--- config.mk ---
export PLATFORM = sky130hd
export DESIGN_NAME = midi_stream_parser
export DESIGN_NICKNAME = d
export VERILOG_FILES = /design/src/msp_pkg.sv /design/src/midi_stream_parser.sv
export SDC_FILE = /design/constraint.sdc
export NUM_CORES = 1
export LEC_CHECK = 0
export ABC_AREA = 1
export BUFFER_PORTS_ARGS = -buffer_cell sky130_fd_sc_hd__buf_2
export CAP_MARGIN = 5
export CORE_ASPECT_RATIO = 1.25
export CORE_MARGIN = 2
export CORE_UTILIZATION = 56
export DETAILED_ROUTE_END_ITERATION = 10
export GPL_ROUTABILITY_DRIVEN = 0
export PLACE_DENSITY = 0.88
export SYNTH_ARGS = -nofsm -noshare
export SYNTH_HDL_FRONTEND = slang
export SYNTH_SLANG_ARGS = --single-unit
--- constraint.sdc ---
create_clock -name clock -period 2.9 [get_ports clock]
set_clock_uncertainty 0.1 [all_clocks]
set_input_delay 0.145 -clock clock [delete_from_list [all_inputs] [get_ports clock]]
set_output_delay 0.145 -clock clock [all_outputs]
set_load 0.03 [all_outputs]
--- src/msp_pkg.sv ---
// Shared types and constants for the MIDI stream parser.
package msp_pkg;

   // Request: one received byte or a learn-mode write.
   typedef struct packed {
      logic       cmd;
      logic [7:0] in_byte;
      logic       learn_enable;
   } req_type;

   // Decoded message event.
   typedef struct packed {
      logic [4:0]  event_res;
      logic [3:0]  channel;
      logic [6:0]  first_value;
      logic [6:0]  second_value;
      logic [13:0] wide_value;
      logic        learn_hit;
   } rsp_type;

   // Request command codes
   localparam logic CMD_BYTE  = 1'b0;
   localparam logic CMD_LEARN = 1'b1;

   // Event codes
   localparam logic [4:0] EV_NOTEOFF   = 5'd0;
   localparam logic [4:0] EV_NOTEON    = 5'd1;
   localparam logic [4:0] EV_KEYPRESS  = 5'd2;
   localparam logic [4:0] EV_CC        = 5'd3;
   localparam logic [4:0] EV_PROG      = 5'd4;
   localparam logic [4:0] EV_CHANPRESS = 5'd5;
   localparam logic [4:0] EV_BEND      = 5'd6;
   localparam logic [4:0] EV_SONGPOS   = 5'd7;
   localparam logic [4:0] EV_SONGSEL   = 5'd8;
   localparam logic [4:0] EV_TICK      = 5'd9;
   localparam logic [4:0] EV_START     = 5'd10;
   localparam logic [4:0] EV_CONTINUE  = 5'd11;
   localparam logic [4:0] EV_STOP      = 5'd12;
   localparam logic [4:0] EV_SENSING   = 5'd13;
   localparam logic [4:0] EV_RESET     = 5'd14;
   localparam logic [4:0] EV_SX_START  = 5'd15;
   localparam logic [4:0] EV_SX_DATA   = 5'd16;
   localparam logic [4:0] EV_SX_END    = 5'd17;

   // Status bytes
   localparam logic [7:0] ST_NONE     = 8'h00;
   localparam logic [7:0] ST_SYSEX    = 8'hF0;
   localparam logic [7:0] ST_SONGPOS  = 8'hF2;
   localparam logic [7:0] ST_SONGSEL  = 8'hF3;
   localparam logic [7:0] ST_SX_END   = 8'hF7;
   localparam logic [7:0] ST_TICK     = 8'hF8;
   localparam logic [7:0] ST_START    = 8'hFA;
   localparam logic [7:0] ST_CONTINUE = 8'hFB;
   localparam logic [7:0] ST_STOP     = 8'hFC;
   localparam logic [7:0] ST_SENSING  = 8'hFE;
   localparam logic [7:0] ST_RESET    = 8'hFF;

   // Channel message kinds (upper nibble of the status byte)
   localparam logic [3:0] KIND_NOTEOFF   = 4'h8;
   localparam logic [3:0] KIND_NOTEON    = 4'h9;
   localparam logic [3:0] KIND_KEYPRESS  = 4'hA;
   localparam logic [3:0] KIND_CC        = 4'hB;
   localparam logic [3:0] KIND_PROG      = 4'hC;
   localparam logic [3:0] KIND_CHANPRESS = 4'hD;
   localparam logic [3:0] KIND_SYSTEM    = 4'hF;

endpackage

--- src/midi_stream_parser.sv ---
// MIDI stream parser top level: byte decoder, parse state and result register.
//
// Takes one request per clock: either a received MIDI byte or a learn-mode
// write. Each byte is decoded in the cycle it is accepted, against the parse
// state (phase, running status and channel, held first data byte, learn
// flag), and any event it completes is written into the result register.
// The block sustains one request per cycle; the only thing that holds
// off requests is the result register when it is full and its consumer
// stalls, so req_stall follows rsp_stall whenever a result is waiting.
// Realtime bytes produce an event without touching the parse; undefined
// status bytes, stray data bytes and learn writes produce none.
module midi_stream_parser (
   input  logic              clock,
   input  logic              reset,
   input  logic              req_valid,
   output logic              req_stall,
   input  msp_pkg::req_type  req_data,
   output logic              rsp_valid,
   input  logic              rsp_stall,
   output msp_pkg::rsp_type  rsp_data
);
   import msp_pkg::*;

   typedef enum logic [1:0] {
      PH_IDLE  = 2'd0,
      PH_DATA0 = 2'd1,
      PH_DATA1 = 2'd2,
      PH_SYSEX = 2'd3
   } phase_type;

   phase_type   phase_ff, phase_in;
   logic [7:0]  status_ff, status_in;
   logic [3:0]  chan_ff, chan_in;
   logic        allowed_ff, allowed_in;
   logic [6:0]  held_ff, held_in;
   logic        learn_ff, learn_in;
   logic        rsp_valid_ff, rsp_valid_in;
   rsp_type     rsp_data_ff, rsp_data_in;

   logic        accept;
   logic        emit;
   logic        load;
   logic [7:0]  b;
   logic [6:0]  comp_d0;
   logic [6:0]  comp_d1;
   logic        comp_emit;
   logic        comp_chan;
   rsp_type     comp_rsp;

   assign accept    = req_valid & ~req_stall;
   assign req_stall = rsp_valid_ff & rsp_stall;
   assign b         = req_data.in_byte;

   // Data bytes of the message being completed
   assign comp_d0 = (phase_ff == PH_DATA0) ? b[6:0] : held_ff;
   assign comp_d1 = (phase_ff == PH_DATA1) ? b[6:0] : 7'd0;
   assign comp_chan = status_ff[7] && (status_ff[7:4] != KIND_SYSTEM);

   // Build the event that completes the current message
   always_comb begin
      comp_rsp  = '0;
      comp_emit = 1'b0;
      if (status_ff == ST_SONGPOS) begin
         comp_emit           = 1'b1;
         comp_rsp.event_res  = EV_SONGPOS;
         comp_rsp.wide_value = {comp_d1, comp_d0};
      end else if (status_ff == ST_SONGSEL) begin
         comp_emit            = 1'b1;
         comp_rsp.event_res   = EV_SONGSEL;
         comp_rsp.first_value = comp_d0;
      end else if (comp_chan) begin
         comp_emit          = 1'b1;
         comp_rsp.channel   = chan_ff;
         comp_rsp.learn_hit = learn_ff;
         case (status_ff[7:4])
            KIND_NOTEOFF: begin
               comp_rsp.event_res   = EV_NOTEOFF;
               comp_rsp.first_value = comp_d0;
            end
            KIND_NOTEON: begin
               comp_rsp.first_value = comp_d0;
               if (comp_d1 == 7'd0) begin
                  comp_rsp.event_res = EV_NOTEOFF;
               end else begin
                  comp_rsp.event_res    = EV_NOTEON;
                  comp_rsp.second_value = comp_d1;
               end
            end
            KIND_KEYPRESS: begin
               comp_rsp.event_res    = EV_KEYPRESS;
               comp_rsp.first_value  = comp_d0;
               comp_rsp.second_value = comp_d1;
            end
            KIND_CC: begin
               comp_rsp.event_res    = EV_CC;
               comp_rsp.first_value  = comp_d0;
               comp_rsp.second_value = comp_d1;
            end
            KIND_PROG: begin
               comp_rsp.event_res   = EV_PROG;
               comp_rsp.first_value = comp_d0;
            end
            KIND_CHANPRESS: begin
               comp_rsp.event_res   = EV_CHANPRESS;
               comp_rsp.first_value = comp_d0;
            end
            default: begin
               comp_rsp.event_res  = EV_BEND;
               comp_rsp.wide_value = {comp_d1, comp_d0};
            end
         endcase
      end
   end

   // Decode the accepted request and advance the parse state
   always_comb begin
      phase_in    = phase_ff;
      status_in   = status_ff;
      chan_in     = chan_ff;
      allowed_in  = allowed_ff;
      held_in     = held_ff;
      learn_in    = learn_ff;
      emit        = 1'b0;
      rsp_data_in = '0;
      if (accept) begin
         if (req_data.cmd == CMD_LEARN) begin
            learn_in = req_data.learn_enable;
         end else if (b[7] && (b[7:4] == KIND_SYSTEM)) begin
            // System bytes: realtime passes through, defined common bytes restart the parse
            case (b)
               ST_TICK: begin
                  emit = 1'b1;
                  rsp_data_in.event_res = EV_TICK;
               end
               ST_START: begin
                  emit = 1'b1;
                  rsp_data_in.event_res = EV_START;
               end
               ST_CONTINUE: begin
                  emit = 1'b1;
                  rsp_data_in.event_res = EV_CONTINUE;
               end
               ST_STOP: begin
                  emit = 1'b1;
                  rsp_data_in.event_res = EV_STOP;
               end
               ST_SENSING: begin
                  emit = 1'b1;
                  rsp_data_in.event_res = EV_SENSING;
               end
               ST_RESET: begin
                  emit = 1'b1;
                  rsp_data_in.event_res = EV_RESET;
               end
               ST_SONGPOS, ST_SONGSEL: begin
                  allowed_in = 1'b0;
                  status_in  = b;
                  phase_in   = PH_DATA0;
               end
               ST_SYSEX: begin
                  allowed_in = 1'b0;
                  status_in  = b;
                  phase_in   = PH_SYSEX;
                  emit       = 1'b1;
                  rsp_data_in.event_res = EV_SX_START;
               end
               ST_SX_END: begin
                  allowed_in = 1'b0;
                  status_in  = ST_NONE;
                  phase_in   = PH_IDLE;
                  emit       = 1'b1;
                  rsp_data_in.event_res = EV_SX_END;
               end
               default: begin
                  // drop undefined status bytes
               end
            endcase
         end else if (b[7]) begin
            // Channel status: start a new running status
            chan_in    = b[3:0];
            allowed_in = 1'b1;
            status_in  = {b[7:4], 4'h0};
            phase_in   = PH_DATA0;
         end else begin
            case (phase_ff)
               PH_DATA0: begin
                  held_in = b[6:0];
                  if ((status_ff == ST_SONGSEL) ||
                      (status_ff == {KIND_PROG, 4'h0}) ||
                      (status_ff == {KIND_CHANPRESS, 4'h0})) begin
                     emit        = comp_emit;
                     rsp_data_in = comp_rsp;
                     if (comp_chan) learn_in = 1'b0;
                     phase_in = allowed_ff ? PH_DATA0 : PH_IDLE;
                  end else begin
                     phase_in = PH_DATA1;
                  end
               end
               PH_DATA1: begin
                  emit        = comp_emit;
                  rsp_data_in = comp_rsp;
                  if (comp_chan) learn_in = 1'b0;
                  phase_in = allowed_ff ? PH_DATA0 : PH_IDLE;
               end
               PH_SYSEX: begin
                  emit = 1'b1;
                  rsp_data_in.event_res   = EV_SX_DATA;
                  rsp_data_in.first_value = b[6:0];
               end
               default: begin
                  // drop stray data bytes
               end
            endcase
         end
      end
   end

   // Load the result register or hold it while stalled
   assign load         = accept & emit;
   assign rsp_valid_in = load | (rsp_valid_ff & rsp_stall);

   always_ff @(posedge clock) begin
      if (reset) begin
         phase_ff     <= PH_IDLE;
         status_ff    <= ST_NONE;
         chan_ff      <= 4'h0;
         allowed_ff   <= 1'b1;
         held_ff      <= 7'd0;
         learn_ff     <= 1'b0;
         rsp_valid_ff <= 1'b0;
         rsp_data_ff  <= '0;
      end else begin
         phase_ff     <= phase_in;
         status_ff    <= status_in;
         chan_ff      <= chan_in;
         allowed_ff   <= allowed_in;
         held_ff      <= held_in;
         learn_ff     <= learn_in;
         rsp_valid_ff <= rsp_valid_in;
         if (load) begin
            rsp_data_ff <= rsp_data_in;
         end
      end
   end

   assign rsp_valid = rsp_valid_ff;
   assign rsp_data  = rsp_data_ff;

   // A learn hit consumes the learn flag
   a_learn_clears: assert property (@(posedge clock) disable iff (reset)
      (load && rsp_data_in.learn_hit) |=> !learn_ff)
      else $error("learn flag still armed after a learn hit");

   // Non-channel events carry no channel and no learn hit
   a_sys_no_chan: assert property (@(posedge clock) disable iff (reset)
      (rsp_valid_ff && (rsp_data_ff.event_res > EV_BEND)) |->
      (rsp_data_ff.channel == 4'h0 && !rsp_data_ff.learn_hit))
      else $error("system event carries channel or learn hit");

   // Waiting for a second data byte needs a status that takes one
   a_data1_status: assert property (@(posedge clock) disable iff (reset)
      (phase_ff == PH_DATA1) |-> (comp_chan || status_ff == ST_SONGPOS))
      else $error("second data phase under a status without one");

   // A new result appears only after an accepted request
   a_rsp_source: assert property (@(posedge clock) disable iff (reset)
      $rose(rsp_valid_ff) |-> $past(req_valid && !req_stall))
      else $error("result appeared without an accepted request");

endmodule

# Word-level counts from Yosys, hierarchy flattened
# Cells that the tools add are included.
# W data, S select, Z words.
[classes] eq_ne=31 muxes=59 bitwise=8 reduce_logical=20
[ops] cell="$mux W38" n=7
[ops] cell="$eq A8 B8 Y1 const B" n=14
[ops] cell="$mux W22" n=2
[ops] cell="$pmux W22 S2" n=1
[ops] cell="$pmux W5 S8" n=1
[ops] cell="$mux W7" n=5
[ops] cell="$mux W33" n=1
[ops] cell="$pmux W5 S6" n=1
[ops] cell="$eq A4 B4 Y1 const B" n=7
[ops] cell="$mux W14" n=2
[ops] cell="$pmux W7 S3" n=1
[ops] cell="$mux W1" n=20
[ops] cell="$reduce_and A4 Y1" n=5
[ops] cell="$mux W18" n=1
[ops] cell="$mux W8" n=2
[ops] cell="$pmux W8 S2" n=1
[ops] cell="$mux W5" n=3
[ops] cell="$pmux W5 S3" n=1
[ops] cell="$pmux W7 S2" n=1
[ops] cell="$pmux W4 S2" n=1
[ops] cell="$reduce_or A8 Y1" n=1
[ops] cell="$logic_not A7 Y1" n=1
[ops] cell="$mux W2" n=3
[ops] cell="$ne A3 B2 Y1 const B" n=2
[ops] cell="24 further kinds" n=34
[word_totals] regBits=62 input_bits=14 word_cells=131

# Logic depth before layout (Yosys ltp)
[logic_depth] word_depth=17 mapped_depth=14 depth_no_buf=12

# Worst setup path after synthesis
# No wires, ideal clock.
[synth_timing] path_kind="reg2reg" start="register phase_ff[0]" end="register rsp_data_ff, in the netlist rsp_data[0]" setup_time_ps=115 arrival_ps=1582 required_ps=2685 setup_slack_ps=1103 path_stages_with_launch=13 path_buffers=2 cell_sequence="dfxtp_1 > inv_1 > ha_1 > buf_2 > nor2_1 > inv_1 > nand2_1 > inv_1 > nand3_1 > nand3_4 > buf_2 > a21oi_1 > nor2_1"
[synth_between] elab_chain_cells=7 elab_cells_between_ends=14 cone_classes="eq/ne (3); mux (10); bitwise (1)"
[synth_lines] item="start: declaration" line="midi_stream_parser.sv:31" source="phase_type phase_ff, phase_in;"
[synth_lines] item="start signal: assignment" line="midi_stream_parser.sv:233" source="phase_ff <= phase_in;"
[synth_lines] item="$eq A2 B2 Y1 / $eq A2 B1 Y1 (equally long branches)" line="midi_stream_parser.sv:185" source="case (phase_ff)"
[synth_lines] item="$pmux W1 S3" line="midi_stream_parser.sv:185"
[synth_lines] item="$mux W1" line="midi_stream_parser.sv:178" source="end else if (b[7]) begin"
[synth_lines] item="$mux W1" line="midi_stream_parser.sv:128" source="end else if (b[7] && (b[7:4] == KIND_SYSTEM)) begin"
[synth_lines] item="$mux W1" line="midi_stream_parser.sv:126" source="if (req_data.cmd == CMD_LEARN) begin"
[synth_lines] item="$mux W1" line="midi_stream_parser.sv:125" source="if (accept) begin"
[synth_lines] item="$and A1 B1 Y1" line="midi_stream_parser.sv:219" source="assign load = accept & emit;"
[synth_lines] item="end signal: assignment" line="midi_stream_parser.sv:241" source="rsp_data_ff <= rsp_data_in;"
[synth_lines] item="end: declaration" line="midi_stream_parser.sv:38" source="rsp_type rsp_data_ff, rsp_data_in;"
# Several ways; a longest one is shown, not always the timed one.
# A chain may end at the register's enable or synchronous reset.

# Final worst setup path
[layout_timing] start="register phase_ff[0]" end="register rsp_data_ff, in the netlist rsp_data[6]"
[layout_between] elab_chain_cells=15 elab_cells_between_ends=23 cone_classes="eq/ne (3); mux (19); bitwise (1)"
[layout_lines] item="$eq A2 B1 Y1" line="midi_stream_parser.sv:55, midi_stream_parser.sv:185"
[layout_lines] item="$mux W7"
[layout_lines] item="$mux W14" line="midi_stream_parser.sv:75" source="case (status_ff[7:4])"
[layout_lines] item="$mux W38" line="midi_stream_parser.sv:71" source="end else if (comp_chan) begin"
[layout_lines] item="$mux W38" line="midi_stream_parser.sv:67" source="end else if (status_ff == ST_SONGSEL) begin"
[layout_lines] item="$mux W38" line="midi_stream_parser.sv:63" source="if (status_ff == ST_SONGPOS) begin"
[layout_lines] item="$mux W22" line="midi_stream_parser.sv:67"
[layout_lines] item="$mux W22" line="midi_stream_parser.sv:63"
[layout_lines] item="$mux W14" line="midi_stream_parser.sv:63"
[layout_lines] item="$mux W38" line="midi_stream_parser.sv:188" source="if ((status_ff == ST_SONGSEL) ||"
[layout_lines] item="$pmux W22 S2" line="midi_stream_parser.sv:185"
[layout_lines] item="$mux W38" line="midi_stream_parser.sv:178"
[layout_lines] item="$mux W33" line="midi_stream_parser.sv:128"
[layout_lines] item="$mux W38" line="midi_stream_parser.sv:126"
[layout_lines] item="$mux W38" line="midi_stream_parser.sv:125"
# Several ways; a longest one is shown, not always the timed one. The select of a mux whose other input is x is not followed.

==> flow_summary_export.csv <==
group,metric,value,unit
cts,root_buffer,"clkbuf_8",
route,ant_nets,0,
logic_synthesis,syn_area,0.003481,sq mm
die,coreArea,0.006086,sq mm
critical_path,rr_endpoint,"rsp_data[6]",
critical_path,arrival,2.59,ns
finish,postLayoutCellArea,0.003974,sq mm
cts,cts_inserted_buffers,9,
timing,period_needed,2.452,ns
placed_design,dpl-instance-area,0.003745,sq mm
finish,nFillCells,572,
grt,grt_pass1_vias,3278,
power_and_ir_drop,vdd_drop_max,246.4,uV
logic_synthesis,yosysUniqueCellTypes,29,
critical_path,start_kind,"flip-flop",
finish,area_growth,14.16,%
cts,tritoncts,"built",
logic_synthesis,synth_compound_area_share,12.11,%
logic_synthesis,synthArstFlopShare,0,%
route,wire_per_inst,13.08,um
critical_path,endpoint,"rsp_data[6]",
timing,tightest_slew,0.5880,ns
timing,tns,0,ns
die,rows,32,
logic_synthesis,synthCells,554,
logic_synthesis,avgSynthCellArea,6.283,sq um
critical_path,startpoint,"phase_ff[0]",
finish,final_cell_mix,"nand2_1, nor2_1, nand3_1",
die,start_util,57.20,%
cts,cts.sinks,62,
timing,drv_slew,0,
finish,nets,613,
cts,htree_levels,3,
critical_path,end_kind,"flip-flop",
die,fp.dieH,92.15,um
logic_synthesis,syn-num-nets,572,
route,drc_errors,0,
flow_run,drv_cap,0,
timing,hold_viol,0,
timing,final-setup-viol-count,0,
finish,antennaDiodeCount,0,
critical_path,r2r-start,"phase_ff[0]",
cts,path_clk_slew,0.07,ns
logic_synthesis,synthMuxAreaShare,0,%
critical_path,rrSetupSlack,0.45,ns
die,dieArea,0.006866,sq mm
grt,grt_max_degree,64,
finish,drive_above_1_share,16.33,%
timing,grt_setup_unrepaired,"false",
power_and_ir_drop,p_leak,1.952,nW
placed_design,dp_hpwl,6.663,mm
logic_synthesis,synth-simple-area-share,40.47,%
logic_synthesis,synth-edff-count,0,
logic_synthesis,yosysSeqAreaShare,35.66,%
logic_synthesis,ys_warn_count,0,
outcome,outcome,"complete, no violations",
cts,clockBufferDepth,2,
placed_design,numPortBuffers,53,
critical_path,worst-path-max-fanout,49,
timing,slew_headroom,60.38,%
power_and_ir_drop,p_total,1.848,mW
timing,hold_slack,0.02607,ns
critical_path,worstSetupPathType,"reg2reg",
logic_synthesis,synth-main-ff-cell,"dfxtp_1",
critical_path,rr_worst_depth,9,
grt,antenna_found_initial,0,
grt,grt_pass1_wl,14.72,mm
grt,grt_use_total,27.60,%
logic_synthesis,ys_ff_latch,62,
critical_path,crit_required,3.04,ns
route,first_pass_iters,6,
route,wirelength,8.958,mm
logic_synthesis,synth_top_family_by_area,"simple AND/OR/NAND/NOR gates",
die,die_w,74.52,um
cts,cts_setup_buffers,0,
grt,gr-total-overflow,0,
cts,worstSkewPairLatency,0.34,ns
die,io_pins,54,
finish,final_common_cell,"nand2_1",
route,vias_per_cell,5.353,
logic_synthesis,synth_fa_ha_area_share,1.438,%
route,num_vias,3667,
timing,fmax,0.4078,GHz
power_and_ir_drop,power.density,465.0,mW/mm^2
timing,post-route-period-util,84.55,%
route,first_iter_violations,359,
worst_hold_path,hp-class,"in2reg",
finish,utilization,65.30,%
logic_synthesis,synth-xor-area-share,0,%
[sequential cells by signal, summed over array words and instances (netlist names)]
signal,count
rsp_data,38
status_ff,8
held_ff,7
chan_ff,4
phase_ff,2
allowed_ff,1
learn_ff,1
rsp_valid,1
[kinds of logic (layout without fill, tap and decap cells)]
logic type / count (synthesis) / count (layout)
AO/OA/AOI/OAI: 82 / 82
buffers and inverters: 86 / 132
AND/OR/NAND/NOR: 320 / 320
adder cells (fa/ha/maj): 4 / 4
flip-flops: 62 / 62
[what timing repair did]
action                                 CTS  global route
endpoints found under the hold margin    3             0
hold buffers                             3             0
gates resized for setup                  0             0
[worst min-delay path by stage]
stage	end	start	depth (start not counted)
floorplan	chan_ff[3]	req_data[4]	2
global placement	held_ff[5]	held_ff[5]	2
detailed placement	learn_ff	req_data[0]	3
CTS	status_ff[5]	req_data[6]	3
global route	status_ff[4]	req_data[5]	3
finish	status_ff[4]	req_data[5]	3
[Yosys cell counts, types with 2 or more instances]
library cell / number / area [sq um]
o21ai_0: 20 / 100.1
nand2_1: 125 / 469.2
nor3_1: 7 / 35.03
nor2_2: 5 / 31.28
nand3_1: 75 / 375.4
nor2_4: 3 / 33.78
clkbuf_1: 10 / 37.54
o21ai_1: 4 / 20.02
ha_1: 4 / 50.05
buf_4: 5 / 37.54
inv_1: 52 / 195.2
a21oi_1: 53 / 265.3
dfxtp_1: 62 / 1241
nand4_1: 5 / 31.28
or2_2: 2 / 12.51
nand2_2: 6 / 37.54
nor2_1: 87 / 326.6
buf_2: 8 / 40.04
buf_1: 7 / 26.28
inv_2: 3 / 11.26
o21a_1: 3 / 22.52
[metal layers]
layer | GRT usage (%) | vias to the layer above | part of all wire, %
li1 | - | 1848 | -
met3 | 7.033 | 34 | 7.2
met2 | 44.25 | 153 | 48
met1 | 33.24 | 1632 | 41
met4 | 14.43 | 0 | 3.8
met5 | 0 | - | 0
[critical path, cell delays in order, from the launching register on]
cell and delay, ns:
dfxtp_1 0.37, inv_1 0.10, ha_1 0.31, inv_1 0.14
nand3_2 0.16, nand3_1 0.17, nand3_4 0.41, buf_4 0.36
a21oi_1 0.16, nor2_1 0.06
[final cells by class]
class                   count  area [sq um]  area share (%)
clock buffers              10         137.6           3.463
flip-flops and latches     62          1241           31.23
clock inverters             6         61.31           1.543
repair buffers             61         332.8           8.375
inverters                  55         206.4           5.195
multi-input cells         406          1888           47.51
well taps                  85         106.4           2.676
[metrics by stage]
step | worst slack (ns) | instances
floorplan | 1.103 | 554
global placement | 0.5666 | 666
detailed placement | 0.4761 | 666
CTS | 0.4735 | 685
global route | 0.2386 | 685
finish | 0.4480 | 685
[report_power, final]
| group | internal (mW) | switching (mW) |
|---|---|---|
| clock network | 0.416 | 0.341 |
| logic | 0.0583 | 0.154 |
| registers | 0.868 | 0.0103 |
Power figures use the tool's default switching activity.
